## src/sv/assert_macros.svh

```systemverilog
// assertion macros shared by the rtl
`ifndef ASSERT_MACROS_SVH
`define ASSERT_MACROS_SVH

// implication checked on every rising clock edge outside reset
`define ASSERT_IMPLY(label, clk, rst_n, ante, cons, msg) \
    label: assert property (@(posedge clk) disable iff (!rst_n) (ante) |-> (cons)) \
        else $error(msg);

// condition that must never hold outside reset
`define ASSERT_NEVER(label, clk, rst_n, cond, msg) \
    label: assert property (@(posedge clk) disable iff (!rst_n) !(cond)) else $error(msg);

`endif

```

## src/sv/wblur_pkg.sv

```systemverilog
// types and constants of the weighted 3x3 blur
`default_nettype none
package wblur_pkg;

    localparam logic [1:0] REG_WIDTH  = 2'd0;
    localparam logic [1:0] REG_HEIGHT = 2'd1;
    localparam logic [1:0] REG_WEIGHT = 2'd2;

    typedef struct packed {
        logic [10:0]      x;
        logic [11:0]      y;
        logic [2:0][7:0]  centre;
        logic [2:0][10:0] nsum;
        logic             last;
    } t_job;

    typedef struct packed {
        logic full;
        logic empty;
    } t_qstat;

endpackage
`default_nettype wire

```

## src/sv/wblur_fifo.sv

```systemverilog
// two entry job queue between front and back
`default_nettype none
module wblur_fifo
    import wblur_pkg::*;
(
    input  wire logic i_clk,
    input  wire logic i_rst_n,
    input  wire logic i_push,
    input  wire t_job i_job,
    input  wire logic i_pop,
    output t_job      o_job,
    output t_qstat    o_stat
);
    t_job       r_mem [2];
    logic       r_wp, r_rp;
    logic [1:0] r_cnt;

    assign o_job        = r_mem[r_rp];
    assign o_stat.full  = (r_cnt == 2'd2);
    assign o_stat.empty = (r_cnt == 2'd0);

    always_ff @(posedge i_clk) begin
        if (!i_rst_n) begin
            r_wp  <= 1'b0;
            r_rp  <= 1'b0;
            r_cnt <= '0;
        end else begin
            if (i_push) begin
                r_wp <= !r_wp;
            end
            if (i_pop) begin
                r_rp <= !r_rp;
            end
            r_cnt <= r_cnt + 2'(i_push) - 2'(i_pop);
        end
    end

    always_ff @(posedge i_clk) begin
        if (i_push) begin
            r_mem[r_wp] <= i_job;
        end
    end
endmodule
`default_nettype wire

```

## config.mk

```make
export PLATFORM = sky130hd
export DESIGN_NAME = wblur_fifo
export DESIGN_NICKNAME = d
export VERILOG_FILES = /design/src/sv/assert_macros.svh /design/src/sv/wblur_pkg.sv /design/src/sv/wblur_fifo.sv
export SDC_FILE = /design/constraint.sdc
export NUM_CORES = 1
export LEC_CHECK = 0
export BUFFER_PORTS_ARGS = -buffer_cell sky130_fd_sc_hd__buf_2
export CAP_MARGIN = 20
export CORE_MARGIN = 2
export CORE_UTILIZATION = 35
export DETAILED_ROUTE_END_ITERATION = 10
export GPL_TIMING_DRIVEN = 0
export SLEW_MARGIN = 20
export SYNTH_ARGS = -nofsm -noshare
export SYNTH_HDL_FRONTEND = slang
export SYNTH_SLANG_ARGS = --single-unit
```

## constraint.sdc

```tcl
create_clock -name i_clk -period 4.8 [get_ports i_clk]
set_input_delay 0.24 -clock i_clk [delete_from_list [all_inputs] [get_ports i_clk]]
set_output_delay 0.24 -clock i_clk [all_outputs]
set_load 0.02 [all_outputs]
```

Word level (Yosys, flattened, before mapping):

Memory sizes are Yosys's and may differ from the RTL's. A register that Yosys moved wholly into a read port is not among the register bits.
Cells that the tools add are included.

* equal/unequal tests: 1
* add/subtract/negate cells: 2
* reductions and logical operators: 3
* multiplexer cells: 4

Operators by type and width (count)
* 2-to-1 mux 1 bit: 4
* adder 2 x 1 -> 2 bit: 1
* equality test 2 bit (second input constant): 1
* logical NOT 1 bit: 2
* logical NOT 2 bit: 1
* subtractor 2 x 1 -> 2 bit: 1

* input bits: 85
* memory bits (writable): 162
* bits in registers: 4
* word-level logic and storage cells: 14
* memories: 1
* output and inout port bits: 83

Memory list
* r_mem: depth 2, width 81, rd ports 1, clocked after Yosys merged registers in 1, wr ports 1, RTL line wblur_fifo.sv:14 `t_job r_mem [2];`

Depth between registers and ports, before layout:

* depth after elaboration: 3
* mapped depth: 6

Worst setup path before layout:

Ideal clock, no wire load.

* kind: reg2reg
* start: register r_wp
* end: memory r_mem[0][0] in the netlist's numbering (enable)
* buffers on the path: 0
* cell stages (with the launch flop): 2
* library setup time: 0.531 ns
* slack: 0.354 ns
* arrival time: 3.915 ns
* path through: dfxtp_1 > nor2b_1

RTL lines
* start, declared: RTL line wblur_fifo.sv:15 `logic r_wp, r_rp;`
* start signal, assigned: RTL line wblur_fifo.sv:29 `r_wp <= !r_wp;`
* end, declared: RTL line wblur_fifo.sv:14

Straight into the memory's write port.

==> metrics.md <==
| Metric | Value |
|---|---|
| DRC viols | 10 |
| Largest net degree at the start of global routing | 49 |
| Port bufs | 167 |
| DR vias/cell | 4.36 |
| Cell Pwr Density | 406 nW/um2 |
| Fin crit share | 0.389 |
| Detail Route Antenna Nets | 0 |
| Syn_nets | 360 |
| Switching share of total power | 0.222 |
| I/O pin count | 168 |
| Vias after detailed routing | 3343 |
| Mapped Avg Cell Area | 23.7 um2 |
| Hold Path Class | in -> reg |
| Yosys cell types | 14 |
| Clk slew on worst S/H paths | 0.06 ns |
| Worst-Margin Slew | 0.585 ns |
| Sequential area share after synthesis | 0.767 |
| Final cell count without fillers | 766 |
| CP required | 4.56 ns |
| Via count of the first global-routing pass | 3632 |
| Util after Layout | 0.495 |
| Layout area overhead | 38.3% |
| NetSw | 807 uW |
| Layout cells sized above 1 | 0.544 |
| Htree depth | 4 |
| Max-Slew Margin vs Limit | 0.609 |
| Drt pass-1 iters | 7 |
| Comb pwr share | 0.145 |
| RSZ-0062 raised after global routing | no |
| Crit-path max cell delay | 0.32 ns |
| Power, Total | 3.63 mW |
| # clock sinks | 167 |
| Share of the synthesized area in the top cell type | 0.751 |
| Largest cells by area after synthesis | edfxtp_1 (75%), mux2_4 (19%), buf_12 (2.5%) |
| Critical path startpoint category | flop |
| Core Region | 18100 um2 |
| Failing checks | DRC |
| Status | finished with violations |
| Iter 0 DRT Violations | 138 |
| HPWL Detailed | 7940 um |
| Cells along the critical path | buf_6 > buf_12 > mux2_4 > buf_2 |
| CTS tree | done |
| Die Width | 140 um |
| Synth Register Bits | 167 |
| Crit path kind | reg -> out |
| Pre-CTS WS | 3.15 ns |
| Peak VDD IR | 238 uV |
| Pins Over Slew Limit | 0 |
| Worst skew pair latency | 0.41 ns |
| Die H | 140 um |
| CTS Buf Count | 17 |
| Crit-path slowest cell | dfxtp_1 |
| Min Clock Period, post-route | 1.87 ns |
| First-pass GRT wire length | 18400 um |
| Static Leakage | 3.58 nW |
| Root buffer cell | clkbuf_16 |
| R2r setup slk | 3.22 ns |
| Area leader, netlist | edfxtp_1 |
| Final Hold Slack | 0.0210 ns |
| Synth Warn # | 0 |
| Crit path max fanout | 10 |
| Net count, final | 612 |
| Initial core utilization | 0.358 |
| Final Hold Vio Count | 0 |
| Crit end category | output pin |
| Cell Int Power | 2.83 mW |
| Maximum clock frequency | 535 MHz |
| Final Skew | 0.00606 ns |
| RePlAce Congestion | 0.660 |
| Sequential share of power | 0.470 |
| Total GRT Usage | 0.124 |
| Final wirelength | 11800 um |
| Critical Path AT | 1.63 ns |
| Dpl cells | 674 |
| Core Rows | 49 |
| Clock Power Share | 0.385 |
| Grt total ovfl | 0 |
| Commonest cells after routing, fill and taps aside | buf_2 (167), edfxtp_1 (162), mux2_4 (80) |
| Initial antenna violation count | 0 |
| Final setup margin | 2.93 ns |
| Clock tree buffer depth | 2 |
| Synthesized area | 6470 um2 |
| Max-cap viol count | 0 |
| Total die area | 19600 um2 |
| Setup violators final | 0 |
| PostCTS Resize Cnt | 0 |
| Ant diodes | 0 |
| Drt wl/cell | 15.4 um |
| Synth Instances | 273 |
| Most common cell after layout, fill and taps aside | buf_2 |
## repair_timing
| action | CTS | global route |
|---|---|---|
| endpoints found under the setup margin | 0 | 0 |
| endpoints found under the hold margin | 108 | 11 |
| setup buffers | 0 | 0 |
| hold buffers | 55 | 6 |
## sequential cells by signal, summed over array words and instances (netlist names), named ones only
name and count:
r_wp 1, r_mem 162, r_cnt 2, r_rp 1
## layer usage
layer,vias to the layer above,GRT usage,wire length (um)
met4,0,0.0409,150
li1,1583,-,-
met2,111,0.216,5990
met5,-,0,0
met1,1635,0.143,4940
met3,14,0.0448,696
## per-stage QoR
stage	instance area [um2]	TNS (ns)
after floorplan	6470	0
after global routing	8950	0
after CTS	8890	0
after global placement	7600	-154.14
after detailed placement	7740	0
final	8950	0
## cell type report
class	instances	area, um2
buffer	9	171
clock buffer	19	433
clock inverter	12	174
fill	1501	9130
inverter	2	7.51
multi-input combinational	95	1340
sequential	167	4960
tap	229	287
timing repair buffer	233	1580
## synthesized netlist by cell type
master,n
dfxtp_1,5
ha_1,2
and2_1,4
inv_1,2
nor2b_1,4
mux2_4,80
buf_6,1
nor2_1,1
xnor3_1,1
o21a_1,1
buf_12,8
xor2_1,1
edfxtp_1,162
mux2_2,1
## critical path: cells and delay by family (launching register included)
family	cells	cell delay (ns)
flops	1	0.32
mux	1	0.30
buf+inv	3	0.59
## worst paths after layout
check                 start  depth (start not counted)           end
setup / recovery       flop                          4     o_job[65]
hold reg to reg        r_rp                          2          r_rp
setup reg to reg       r_wp                          2  r_mem[1][48]
hold / removal    i_job[26]                          1  r_mem[0][26]
## kinds of logic (layout without fill, tap and decap cells)
family,after synthesis,after routing,synth area share
adders and majority gates,2,2,0.00386
buffers and inverters,11,275,0.0276
and+or+nand+nor,9,9,0.00831
xor gates and xnor gates,2,2,0.00483
AOI/OAI and AO/OA,1,1,0.00116
DFF,167,167,0.767
muxes,81,81,0.187
## power by group through the flow
stage / Sequential [mW] / Combinational (mW) / Clock, mW
after global placement: 1.75 / 0.473 / 0
after global routing: 1.71 / 0.565 / 1.50
after CTS: 1.71 / 0.535 / 1.44
after floorplan: 1.74 / 0.332 / 0
final: 1.71 / 0.528 / 1.40
after detailed placement: 1.74 / 0.498 / 0
Note: power is estimated with default switching activity, not from simulation.
