===== src/sv/assert_macros.svh =====
// assertion macros shared by the rtl
`ifndef ASSERT_MACROS_SVH
`define ASSERT_MACROS_SVH

// implication checked on every rising clock edge outside reset
`define ASSERT_IMPLY(label, clk, rst_n, ante, cons, msg) \
    label: assert property (@(posedge clk) disable iff (!rst_n) (ante) |-> (cons)) \
        else $error(msg);

// condition that must never hold outside reset
`define ASSERT_NEVER(label, clk, rst_n, cond, msg) \
    label: assert property (@(posedge clk) disable iff (!rst_n) !(cond)) else $error(msg);

`endif


===== src/sv/wblur_pkg.sv =====
// types and constants of the weighted 3x3 blur
`default_nettype none
package wblur_pkg;

    localparam logic [1:0] REG_WIDTH  = 2'd0;
    localparam logic [1:0] REG_HEIGHT = 2'd1;
    localparam logic [1:0] REG_WEIGHT = 2'd2;

    typedef struct packed {
        logic [10:0]      x;
        logic [11:0]      y;
        logic [2:0][7:0]  centre;
        logic [2:0][10:0] nsum;
        logic             last;
    } t_job;

    typedef struct packed {
        logic full;
        logic empty;
    } t_qstat;

endpackage
`default_nettype wire


===== src/sv/wblur_back.sv =====
// back end: weighted sum, serial division, rounding and saturation
`default_nettype none
module wblur_back
    import wblur_pkg::*;
(
    input  wire logic       i_clk,
    input  wire logic       i_rst_n,
    input  wire t_job       i_job,
    input  wire t_qstat     i_qstat,
    output logic            o_pop,
    input  wire logic [7:0] i_weight,
    output logic            o_valid,
    input  wire logic       i_ready,
    output logic [10:0]     o_x,
    output logic [11:0]     o_y,
    output logic [2:0][7:0] o_chan,
    output logic            o_last
);
    localparam logic [1:0] B_IDLE = 2'd0;
    localparam logic [1:0] B_MUL  = 2'd1;
    localparam logic [1:0] B_DIV  = 2'd2;
    localparam logic [1:0] B_DONE = 2'd3;

    logic [1:0]        r_state;
    t_job              r_job;
    logic [2:0][19:0]  r_num;
    logic [2:0][11:0]  r_rem;
    logic [11:0]       r_den;
    logic [4:0]        r_cnt;
    logic              load;
    logic [11:0]       den;
    logic [2:0][12:0]  trial;

    assign o_pop = (r_state == B_IDLE) && !i_qstat.empty;
    assign load  = (r_state == B_DONE) && (!o_valid || i_ready);
    assign den   = {1'b0, i_weight, 3'b0} + 12'd16;

    always_comb begin
        for (int c = 0; c < 3; c++) begin
            trial[c] = {r_rem[c], r_num[c][19]};
        end
    end

    always_ff @(posedge i_clk) begin
        if (!i_rst_n) begin
            r_state <= B_IDLE;
            o_valid <= 1'b0;
        end else begin
            case (r_state)
                B_IDLE: if (o_pop) begin
                    r_state <= B_MUL;
                end
                B_MUL: r_state <= B_DIV;
                B_DIV: if (r_cnt == 5'd0) begin
                    r_state <= B_DONE;
                end
                B_DONE: if (load) begin
                    r_state <= B_IDLE;
                end
                default: r_state <= B_IDLE;
            endcase
            if (load) begin
                o_valid <= 1'b1;
            end else if (i_ready) begin
                o_valid <= 1'b0;
            end
        end
    end

    always_ff @(posedge i_clk) begin
        if (o_pop) begin
            r_job <= i_job;
        end
        if (r_state == B_MUL) begin
            r_den <= den;
            r_cnt <= 5'd19;
            for (int c = 0; c < 3; c++) begin
                r_num[c] <= {8'd0, r_job.centre[c], 4'd0}
                          + ({12'd0, i_weight} * {9'd0, r_job.nsum[c]}) + 20'(den[11:1]);
                r_rem[c] <= '0;
            end
        end
        if (r_state == B_DIV) begin
            r_cnt <= r_cnt - 5'd1;
            for (int c = 0; c < 3; c++) begin
                if (trial[c] >= {1'b0, r_den}) begin
                    r_rem[c] <= 12'(trial[c] - {1'b0, r_den});
                    r_num[c] <= {r_num[c][18:0], 1'b1};
                end else begin
                    r_rem[c] <= trial[c][11:0];
                    r_num[c] <= {r_num[c][18:0], 1'b0};
                end
            end
        end
        if (load) begin
            o_x    <= r_job.x;
            o_y    <= r_job.y;
            o_last <= r_job.last;
            for (int c = 0; c < 3; c++) begin
                o_chan[c] <= (r_num[c] > 20'd255) ? 8'hff : r_num[c][7:0];
            end
        end
    end
endmodule
`default_nettype wire


===== config.mk =====
export PLATFORM = sky130hd
export DESIGN_NAME = wblur_back
export DESIGN_NICKNAME = d
export VERILOG_FILES = /design/src/sv/assert_macros.svh /design/src/sv/wblur_pkg.sv /design/src/sv/wblur_back.sv
export SDC_FILE = /design/constraint.sdc
export NUM_CORES = 1
export LEC_CHECK = 0
export BUFFER_PORTS_ARGS = -buffer_cell sky130_fd_sc_hd__buf_2
export CORE_UTILIZATION = 55
export DETAILED_ROUTE_END_ITERATION = 10
export PLACE_DENSITY = 0.74
export SLEW_MARGIN = 10
export SYNTH_ARGS = -nofsm -noshare
export SYNTH_HDL_FRONTEND = slang
export SYNTH_SLANG_ARGS = --single-unit

===== constraint.sdc =====
create_clock -name i_clk -period 6 [get_ports i_clk]
set_input_delay 0.3 -clock i_clk [delete_from_list [all_inputs] [get_ports i_clk]]
set_output_delay 0.3 -clock i_clk [all_outputs]
set_load 0.02 [all_outputs]

# After elaboration in Yosys (flattened, before gate mapping)
# Cells that the tools add are included.
# classes
addsub	11
n_mul	3
n_lt_le_gt_ge	6
eq_ne	6
muxes	18
n_reduce_logical	10
# op_table
cell	count
$mux W60	2
$mux W36	2
$add A12 B19 Y20	3
$add A20 B11 Y20	3
$gt A20 B8 Y1 const B	3
$mul A8 B11 Y19	3
$ge A13 B12 Y1	3
$mux W12	3
$sub A12 B12 Y12	3
$add A11 B5 Y12 const B	1
$mux W5	2
$pmux W2 S4	1
$mux W2	3
$ne A2 B2 Y1 const B	3
$logic_not A5 Y1	1
$mux W1	5
$sub A5 B1 Y5 const B	1
$eq A2 B2 Y1 const B	2
$reduce_bool A2 Y1	2
$reduce_and A3 Y1	1
$eq A2 B1 Y1 const B	1
$logic_and A1 B1 Y1	2
$logic_not A1 Y1	2
$logic_not A2 Y1	1
$logic_or A1 B1 Y1	1
# totals
regBits	245

# Logic depth before layout (Yosys ltp)
# Gate-level depths: netlist (run 1).
# logic_depth
depth_word	5
depth_mapped	20
depth_no_buf	18

# Worst setup path before layout (run 1)
# Ideal clock, no wire load.
# synth_timing
path_type	input to register
start	in i_weight[1]
end	reg r_num[15] (netlist name) (data pin)
arrival_time_ns	5.253
slack_ns	0.479
stages	20
n_path_buf	2
path_cell_list	clkbuf_1 > clkbuf_1 > nand2_1 > fa_1 > inv_1 > fa_1 > inv_1 > fa_1 > inv_1 > fa_1 > inv_1 > fa_1 > inv_1 > fa_1 > a211o_1 > a21o_1 > a21oi_1 > nor2b_1 > a2111oi_0 > o31ai_1
# synth_between
elab_chain_len	5
elab_cells_between_ends	6
# synth_rtl
element	line	source
from (decl)	wblur_back.sv:11	input wire logic [7:0] i_weight,
$mul A8 B11 Y19	wblur_back.sv:79	+ ({12'd0, i_weight} * {9'd0, r_job.nsum[c]}) + 20'(den[11:1]);
$add A12 B19 Y20	wblur_back.sv:79	
$add A20 B11 Y20 *	wblur_back.sv:79	
$mux W60 *	wblur_back.sv:74	if (r_state == B_MUL) begin
$mux W60 *	wblur_back.sv:83	if (r_state == B_DIV) begin
to (signal, indexed assignment)	wblur_back.sv:78	r_num[c] <= {8'd0, r_job.centre[c], 4'd0}
to (signal, indexed assignment)	wblur_back.sv:88	r_num[c] <= {r_num[c][18:0], 1'b1};
to (signal, indexed assignment)	wblur_back.sv:91	r_num[c] <= {r_num[c][18:0], 1'b0};
to (decl)	wblur_back.sv:26	logic [2:0][19:0] r_num;
# Mark *: on every way between the ends. The rest lies on a longest branch, timed or not. The select of a mux whose other input is x is not followed.
# A chain may end at the register's enable or synchronous reset.

# Worst setup path in the final report (run 1)
# layout_timing
start	reg r_job[2] (netlist name)
end	reg r_num[15] (netlist name) (data pin)
# layout_between
elab_chain_len	5
# layout_rtl
element	line	source
from (decl)	wblur_back.sv:25	t_job r_job;
from (signal assigned)	wblur_back.sv:72	r_job <= i_job;
$mul A8 B11 Y19	wblur_back.sv:79	
$add A12 B19 Y20	wblur_back.sv:79	
$add A20 B11 Y20	wblur_back.sv:79	
$mux W60	wblur_back.sv:74	
$mux W60	wblur_back.sv:83	
# Every way passes these cells. The select of a mux whose other input is x is not followed.

==> flow_metrics.tcl, run 1 <==
set metrics [dict create \
    status "complete, but fails checks" \
    violations "design-rule violations" \
    io_pins 144 \
    max_clock_freq_ghz 0.177 \
    yosysTopAreaCell "edfxtp_1" \
    timing.final.crit_share_pct 94.0 \
    ys_warn_count 0 \
    critPathTopFamily "adder cells" \
    endpoint_kind "flop" \
    crit_type "flop to flop" \
    grt_pass1_wl_um 68700 \
    worst-path-buf-inv 4 \
    mappedNetlistArea_um2 20000 \
    final_cell_mix "271 x inv_1, 239 x edfxtp_1, 222 x fa_1" \
    holdPathStages 2 \
    crit_top_cell "fa_1" \
    mostFrequentLayoutCell "inv_1" \
    finalWirelength_um 41900 \
    drive_above_1_share_pct 13.3 \
    min-delay-path-class "input pin to flop" \
    cts_buffers 28 \
    dieHeight_um 193 \
    n_antenna_cell 0 \
    async_flop_share_pct 0 \
    worstHoldStart "i_qstat[0]" \
    slowest_stage "fa_1" \
    period_minus_slack_ns 5.64 \
    dieArea_um2 37200 \
    finalWeightedCongestion 0.890 \
    htreeDepth 1 \
    yosys.cell_types.count 64 \
    vias 13500 \
    cp.arrival_ns 5.93 \
    synth.area.top_cells "edfxtp_1 36%, fa_1 22%, ha_1 11%" \
    die_w_um 193 \
    drt_first_pass_iters 10 \
    rr_endpoint "r_num[15]" \
    fin_skew_ns 0.0239 \
    syn2layout_area_growth_pct 15.3 \
    syn-num-nets 2290 \
    final_nets 2507 \
    grt_use_total_pct 23.6 \
    ys_ff_latch 242 \
    tns_ns 0 \
    max-slew-margin-rel_pct 28.7 \
    portBuffers 142 \
    drtAntennaViolNets 0 \
    cts_sinks 242 \
    grt_pass1_vias 14000 \
    drv_slew 0 \
    grt-ovfl-total 0 \
    tightest_slew_ns 1.07 \
    initial_utilization_pct 56.1 \
    cts_tree "done" \
    dpl.hpwl_um 31300 \
    clockBufferDepth 3 \
    ff2ff_path_depth 17 \
    clkLatencyLatePin_ns 0.59 \
    cts-root-buf "clkbuf_16" \
    avgSynthCellArea_um2 11.1 \
    path_max_fanout 8 \
    drtIter0Drc 756 \
    clk_pin_slew_ns 0.06 \
    synth_top_area_share_pct 35.8 \
    core_um2 35700 \
    slowest_delay_ns 0.55 \
    r2r_slack_ns 0.36 \
    critPathLaunchType "flop" \
    drc 8 \
    grt_antenna_before_repair 1 \
    crit_required_ns 6.29 \
    cts.repair.resized 0 \
    yosysSeqAreaShare_pct 36.1 \
    synth_flop_cell "edfxtp_1" \
    finalHoldViolCount 0 \
    rows 69 \
    grt_max_degree 83 \
    crit_path_cell_trace "and2_1 -> fa_1 -> fa_1 -> inv_1 -> fa_1 -> inv_1 -> fa_1 -> inv_1 -> fa_1 -> inv_1 -> fa_1 -> a211o_1 -> a21o_1 -> a21oi_1 -> nor2b_1 -> a2111oi_0 -> o31ai_1" \
    rsz0062_at_grt "no" \
    wl_per_cell_um 16.8 \
    via_per_inst 5.41 \
    setup_violations 0 \
    timing.rr.start "r_job[2]" \
    synth-edff-count 239 \
    cap_violations 0 \
    syn-instance-count 1802 \
    cts_setup_buffers 0 \
    holdPathEnd "r_job[23]" \
]
-- kinds of logic (layout without fill, tap and decap cells) --
family	Yosys count	count (layout)	synth area share [%]
AO/OA/AOI/OAI	191	191	6.39
XOR/XNOR	52	52	2.27
adder cells (fa/ha/maj)	394	394	32.9
buffers and inverters	329	568	6.24
flip-flops	242	242	36.1
multiplexers	38	38	2.01
AND/OR/NAND/NOR	556	556	14.0
-- cells in the mapped netlist, drive strengths merged (4+ instances only) --
library cell,count
nor2,57
o31ai,14
xor2,24
nand2b,7
a21o,17
edfxtp,239
nand2,203
o21ai,58
a211oi,10
nand3,26
buf,9
and2,155
nand4,4
a211o,4
and3,7
a21oi,35
nand3b,4
mux2i,20
mux2,18
or2,32
nor2b,12
nor4,9
ha,172
or3,7
nor3b,5
inv,271
nor3,19
a31oi,7
o21a,12
xnor2,28
fa,222
clkbuf,49
-- metal layers --
layer | vias to the layer above | share of wire, % | track usage, %
met5 | - | 0 | 0
met4 | 0 | 2.7 | 6.75
met3 | 73 | 4.5 | 3.55
met2 | 316 | 49 | 40.3
met1 | 6749 | 44 | 31.2
li1 | 6401 | - | -
-- flip-flops by register name, indices dropped and copies added (netlist names) --
| name | cells |
|---|---|
| r_job | 81 |
| r_num | 60 |
| r_rem | 36 |
| o_chan | 24 |
| o_y | 12 |
| o_x | 11 |
| r_den | 9 |
| r_cnt | 5 |
| r_state | 2 |
| o_last | 1 |
| o_valid | 1 |
-- stage by stage --
step | setup slack [ns] | util (%) | area, um2 | std cells | hold slack, ns
2_1_floorplan | 0.479 | - | 20000 | 1802 | 0.399
3_3_place_gp | 0.315 | 59.6 | 21300 | 2368 | 0.400
3_5_place_dp | 0.275 | 59.6 | 21300 | 2368 | 0.405
4_1_cts | 0.368 | 64.7 | 23100 | 2502 | 0.0661
5_1_grt | 0.0238 | 64.7 | 23100 | 2502 | 0.0638
6_report | 0.362 | 64.7 | 23100 | 2502 | 0.0886
-- worst max path at each step --
stage	start	end	slack (ns)	cells past startpoint
finish	r_job[2]	r_num[15]	0.36	17
global route	r_job[2]	r_num[15]	0.02	17
CTS	r_job[2]	r_num[15]	0.37	17
global placement	i_weight[0]	r_num[58]	0.32	20
floorplan	i_weight[1]	r_num[15]	0.48	20
detailed placement	i_weight[1]	r_num[57]	0.28	20
-- final cells by class --
class / count / area [um2]
Multi-Input combinational cell: 1231 / 11600
Timing Repair Buffer: 245 / 1700
Clock buffer: 30 / 708
Clock inverter: 22 / 282
Tap cell: 461 / 577
Sequential cell: 242 / 7240
Fill cell: 2818 / 12600
Inverter: 271 / 1020
-- repair_timing --
item	in CTS	in global routing
hold buffers	82	0
endpoints found under the hold margin	84	0
setup endpoints to repair	0	0
Power of run 1 is left out: the tool's default activity adds up to more than one toggle a clock period on the data nets, which glitch-free logic cannot reach.
==> run 2, diff against run 1 <==
Clock period 6 ns to 6.3 ns, I/O delays scaled along.
==> run 2 against run 1 <==
Net effect:
- the flow still finishes with violations (design-rule violations)
- critical path depth did not move
- global-route usage increased by 0.46 points
- count of clock-buffer cells in the layout is 2 higher
- via count up 0.53%
- worst hold slack better by 0.015 ns
- final cell count decreased by 0.12%
- non-clock buffer count fell by 3
- routed wire length up 2.9%
- flip-flop and latch count did not move
- die area is the same
- fmax grew 0.59%
- critical path type unchanged
==> flow_metrics.tcl, run 2 (synthesized netlist as in run 1, its figures left out) <==
set metrics [dict create \
    status "complete, but fails checks" \
    violations "design-rule violations" \
    finalWirelength_um 43100 \
    vias 13600 \
    drtIter0Drc 728 \
    n_antenna_cell 0 \
    dieHeight_um 193 \
    setup_violations 0 \
    htreeDepth 1 \
    fillers 2825 \
    crit_path_cell_trace "and2_1 -> fa_1 -> fa_1 -> inv_1 -> fa_1 -> inv_1 -> fa_1 -> inv_1 -> fa_1 -> inv_1 -> fa_1 -> a211o_1 -> a21o_1 -> a21oi_1 -> nor2b_1 -> a2111oi_0 -> o31ai_1" \
    largest_reg_flops 81 \
    clockBufferDepth 3 \
    final_cell_mix "271 x inv_1, 239 x edfxtp_1, 222 x fa_1" \
    rows 69 \
    finalWeightedCongestion 0.889 \
    drv_slew 0 \
    min-delay-path-class "input pin to flop" \
    dpl.hpwl_um 31800 \
    drive_above_1_share_pct 12.9 \
    initial_utilization_pct 56.1 \
    max_clock_freq_ghz 0.178 \
    endpoint_kind "flop" \
    via_per_inst 5.45 \
    grt_antenna_before_repair 0 \
    final_nets 2504 \
    cp.arrival_ns 5.91 \
    drtAntennaViolNets 0 \
    mostFrequentLayoutCell "inv_1" \
    grt-ovfl-total 0 \
    clkLatencyLatePin_ns 0.58 \
    clk_pin_slew_ns 0.06 \
    largest_registers "r_job: 81 flops, r_num: 60 flops, r_rem: 36 flops" \
    drt_first_pass_iters 8 \
    crit_top_cell "fa_1" \
    wl_per_cell_um 17.3 \
    slowest_delay_ns 0.54 \
    regMostFlops "r_job" \
    cts_setup_buffers 0 \
    fin_skew_ns 0.00991 \
    final-seq-area_um2 7240 \
    cts_tree "done" \
    grt_max_degree 69 \
    cts_sinks 242 \
    crit_required_ns 6.61 \
    grt_pass1_vias 14200 \
    grt_use_total_pct 24.1 \
    cts_buffers 28 \
    io_pins 144 \
    core_um2 35700 \
    crit_type "flop to flop" \
    slowest_stage "edfxtp_1" \
    critPathLaunchType "flop" \
    tns_ns 0 \
    tightest_slew_ns 1.01 \
    timing.final.crit_share_pct 89.0 \
    drc 8 \
    syn2layout_area_growth_pct 14.9 \
    rsz0062_at_grt "no" \
    finalHoldViolCount 0 \
    cap_violations 0 \
    portBuffers 142 \
    max-slew-margin-rel_pct 32.4 \
    path_max_fanout 8 \
    grt_pass1_wl_um 69700 \
    die_w_um 193 \
    multiInputGateArea_um2 11600 \
    cts-root-buf "clkbuf_16" \
    period_minus_slack_ns 5.61 \
    dieArea_um2 37200 \
]
## run 2: changes by cell type in the layout (fill, tap and decap cells not counted)
cell / change
clkinv_2: -1
inv_6: -1
buf_4: -2
bufinv_16: -2
clkbuf_1: +2
clkinvlp_4: -1
buf_12: -1
clkinv_1: +3
## run 2: metal layers
metal,global-route usage [%],wire (um),share of wire (%),vias to the layer above
li1,-,-,-,6393
met4,8.42,1390,3.2,0
met3,3.55,2210,5.1,89
met1,31.2,18200,42,6764
met2,41.1,21300,49,365
met5,0,0,0,-
## run 2: critical path: cells and delay by family (launching register included)
kind / cells / cell delay [ns]
flops: 1 / 0.54
compound gates: 5 / 1.29
fa+ha+maj: 6 / 2.95
buf+inv: 4 / 0.22
simple gates: 2 / 0.33
## run 2: cell type report
type                            count  area share (%)
Multi-Input combinational cell   1231            50.4
Sequential cell                   242            31.4
Timing Repair Buffer              242            7.24
Inverter                          271            4.42
Clock buffer                       32            3.11
Tap cell                          461            2.51
Clock inverter                     20           0.919
## run 2: metrics by stage
stage	util [%]	setup slack [ns]	std cells	area [um2]	hold WS [ns]
5_1_grt	64.4	0.384	2499	23000	0.101
2_1_floorplan	-	0.764	1802	20000	0.400
3_3_place_gp	59.5	0.489	2365	21300	0.400
3_5_place_dp	59.5	0.386	2365	21300	0.405
6_report	64.4	0.695	2499	23000	0.103
4_1_cts	64.4	0.714	2499	23000	0.0836
## run 2: worst paths after layout
kind	startpoint	to	slack, ns	depth (start not counted)
worst max-delay path	r_job[2]	r_num[15]	0.69	17
worst min-delay path	i_ready	o_valid	0.10	3
worst max register to register	r_job[2]	r_num[15]	0.69	17
worst min register to register	r_job[73]	o_x[3]	0.42	0
## run 2: timing repair
action	4_1_cts	5_1_grt
endpoints found under the setup margin	0	0
hold endpoints to repair	84	0
gates resized for setup	0	0
hold buffers	82	0
Power of run 2 is left out for the same reason.
==> run 3, diff against run 2 <==
Settings changed: CORE_UTILIZATION 55 to 35, PLACE_DENSITY 0.74 to default.
==> run 3 against run 2 <==
Net effect:
- the run now ends clean
- final cell count is 13% higher
- worst hold slack better by 0.037 ns
- die area is 56% higher
- largest cell class unchanged
- clock skew is 0.015 ns higher
- global-route usage is 7.9 points lower
- routed wire length is 6.2% higher
- sequential share of layout area is 0.88 points lower
- final area is 2.9% higher
==> flow_metrics.tcl, run 3 (synthesized netlist as in run 1, its figures left out) <==
set metrics [dict create \
    clkLatencyLatePin_ns 0.56 \
    tns_ns 0 \
    grt_max_degree 64 \
    final_cell_mix "271 x inv_1, 239 x edfxtp_1, 222 x fa_1" \
    vias 13400 \
    cts-root-buf "clkbuf_16" \
    grt_use_total_pct 16.2 \
    crit_type "flop to flop" \
    grt_pass1_vias 13700 \
    timing.final.crit_share_pct 89.8 \
    path_max_fanout 8 \
    grt_pass1_wl_um 73600 \
    rows 87 \
    setup_violations 0 \
    period_minus_slack_ns 5.66 \
    finalHoldViolCount 0 \
    hold_ws_ns 0.140 \
    largest_reg_flops 81 \
    dieHeight_um 241 \
    largest_registers "r_job: 81 flops, r_num: 60 flops, r_rem: 36 flops" \
    initial_utilization_pct 35.5 \
    max-slew-margin-rel_pct 42.0 \
    portBuffers 142 \
    cp.arrival_ns 5.94 \
    final_nets 2518 \
    critPathLaunchType "flop" \
    mostFrequentLayoutCell "inv_1" \
    grt-ovfl-total 0 \
    drt_first_pass_iters 5 \
    io_pins 144 \
    rsz0062_at_grt "no" \
    fin_skew_ns 0.0247 \
    tightest_slew_ns 0.863 \
    final_core_util_pct 41.9 \
    die_w_um 241 \
    core_um2 56500 \
    drive_above_1_share_pct 13.7 \
    drtAntennaViolNets 0 \
    htreeDepth 2 \
    regMostFlops "r_job" \
    max_clock_freq_ghz 0.177 \
    drtIter0Drc 838 \
    clockBufferDepth 3 \
    crit_required_ns 6.58 \
    wl_per_cell_um 16.3 \
    via_per_inst 4.77 \
    min-delay-path-class "input pin to flop" \
    finalWeightedCongestion 0.856 \
    endpoint_kind "flop" \
    status "finished, final reports clean" \
    drv_slew 0 \
    cts_tree "done" \
    drc 0 \
    cts_sinks 242 \
    dpl.hpwl_um 34900 \
    finalWirelength_um 45800 \
    dieArea_um2 58200 \
    cap_violations 0 \
    grt_antenna_before_repair 4 \
    syn2layout_area_growth_pct 18.2 \
    cts_buffers 34 \
    clk_pin_slew_ns 0.06 \
]
run 3: cell types whose count changed in the layout (fill, tap and decap cells not counted), moves of 5 or more:
cell       delta
clkinv_4      -5
clkbuf_16     +6
buf_4         +8
clkinv_1      -6
run 3: critical path, cell delays in order, from the launching register on:
cell       delay [ns]
edfxtp_1         0.55
and2_1           0.25
fa_1             0.42
fa_1             0.55
inv_1            0.05
fa_1             0.47
inv_1            0.05
fa_1             0.52
inv_1            0.05
fa_1             0.49
inv_1            0.07
fa_1             0.48
a211o_1          0.34
a21o_1           0.18
a21oi_1          0.23
nor2b_1          0.07
a2111oi_0        0.47
o31ai_1          0.13
run 3: path summary, 6_finish.rpt:
path	startpoint	end	slack, ns	depth (start not counted)
worst max-delay path	r_job[3]	r_num[15]	0.64	17
worst min-delay path	i_ready	o_valid	0.14	3
worst max register to register	r_job[3]	r_num[15]	0.64	17
worst min register to register	r_job[70]	o_x[0]	0.42	0
run 3: final cells by class:
cell class              count  area, um2
diodes                      2       5.00
clock inverters            19        280
well taps                 756        946
clock buffers              41        877
inverters                 271       1020
multi-input cells        1231      11600
fillers                  5405      32800
repair buffers            250       1730
flip-flops and latches    242       7240
run 3: metal layers:
layer | global-route usage [%] | part of all wire, % | vias up
met5 | 0 | 0 | -
met4 | 4.37 | 2.1 | 0
met3 | 2.81 | 4.7 | 60
met2 | 25.8 | 46 | 284
met1 | 22.6 | 47 | 6626
li1 | - | - | 6433
run 3: repair_timing:
item,in CTS,in global routing
hold buffers,82,0
resized for setup,0,0
hold endpoints to repair,84,0
buffers inserted,0,0
run 3: through the flow:
stage | std cells | cell area (um2) | setup WS [ns]
CTS | 2810 | 23700 | 0.659
finish | 2812 | 23700 | 0.640
global placement | 2668 | 21700 | 0.503
detailed placement | 2668 | 21700 | 0.395
floorplan | 1802 | 20000 | 0.764
global route | 2811 | 23700 | 0.320
Power of run 3 is left out for the same reason.
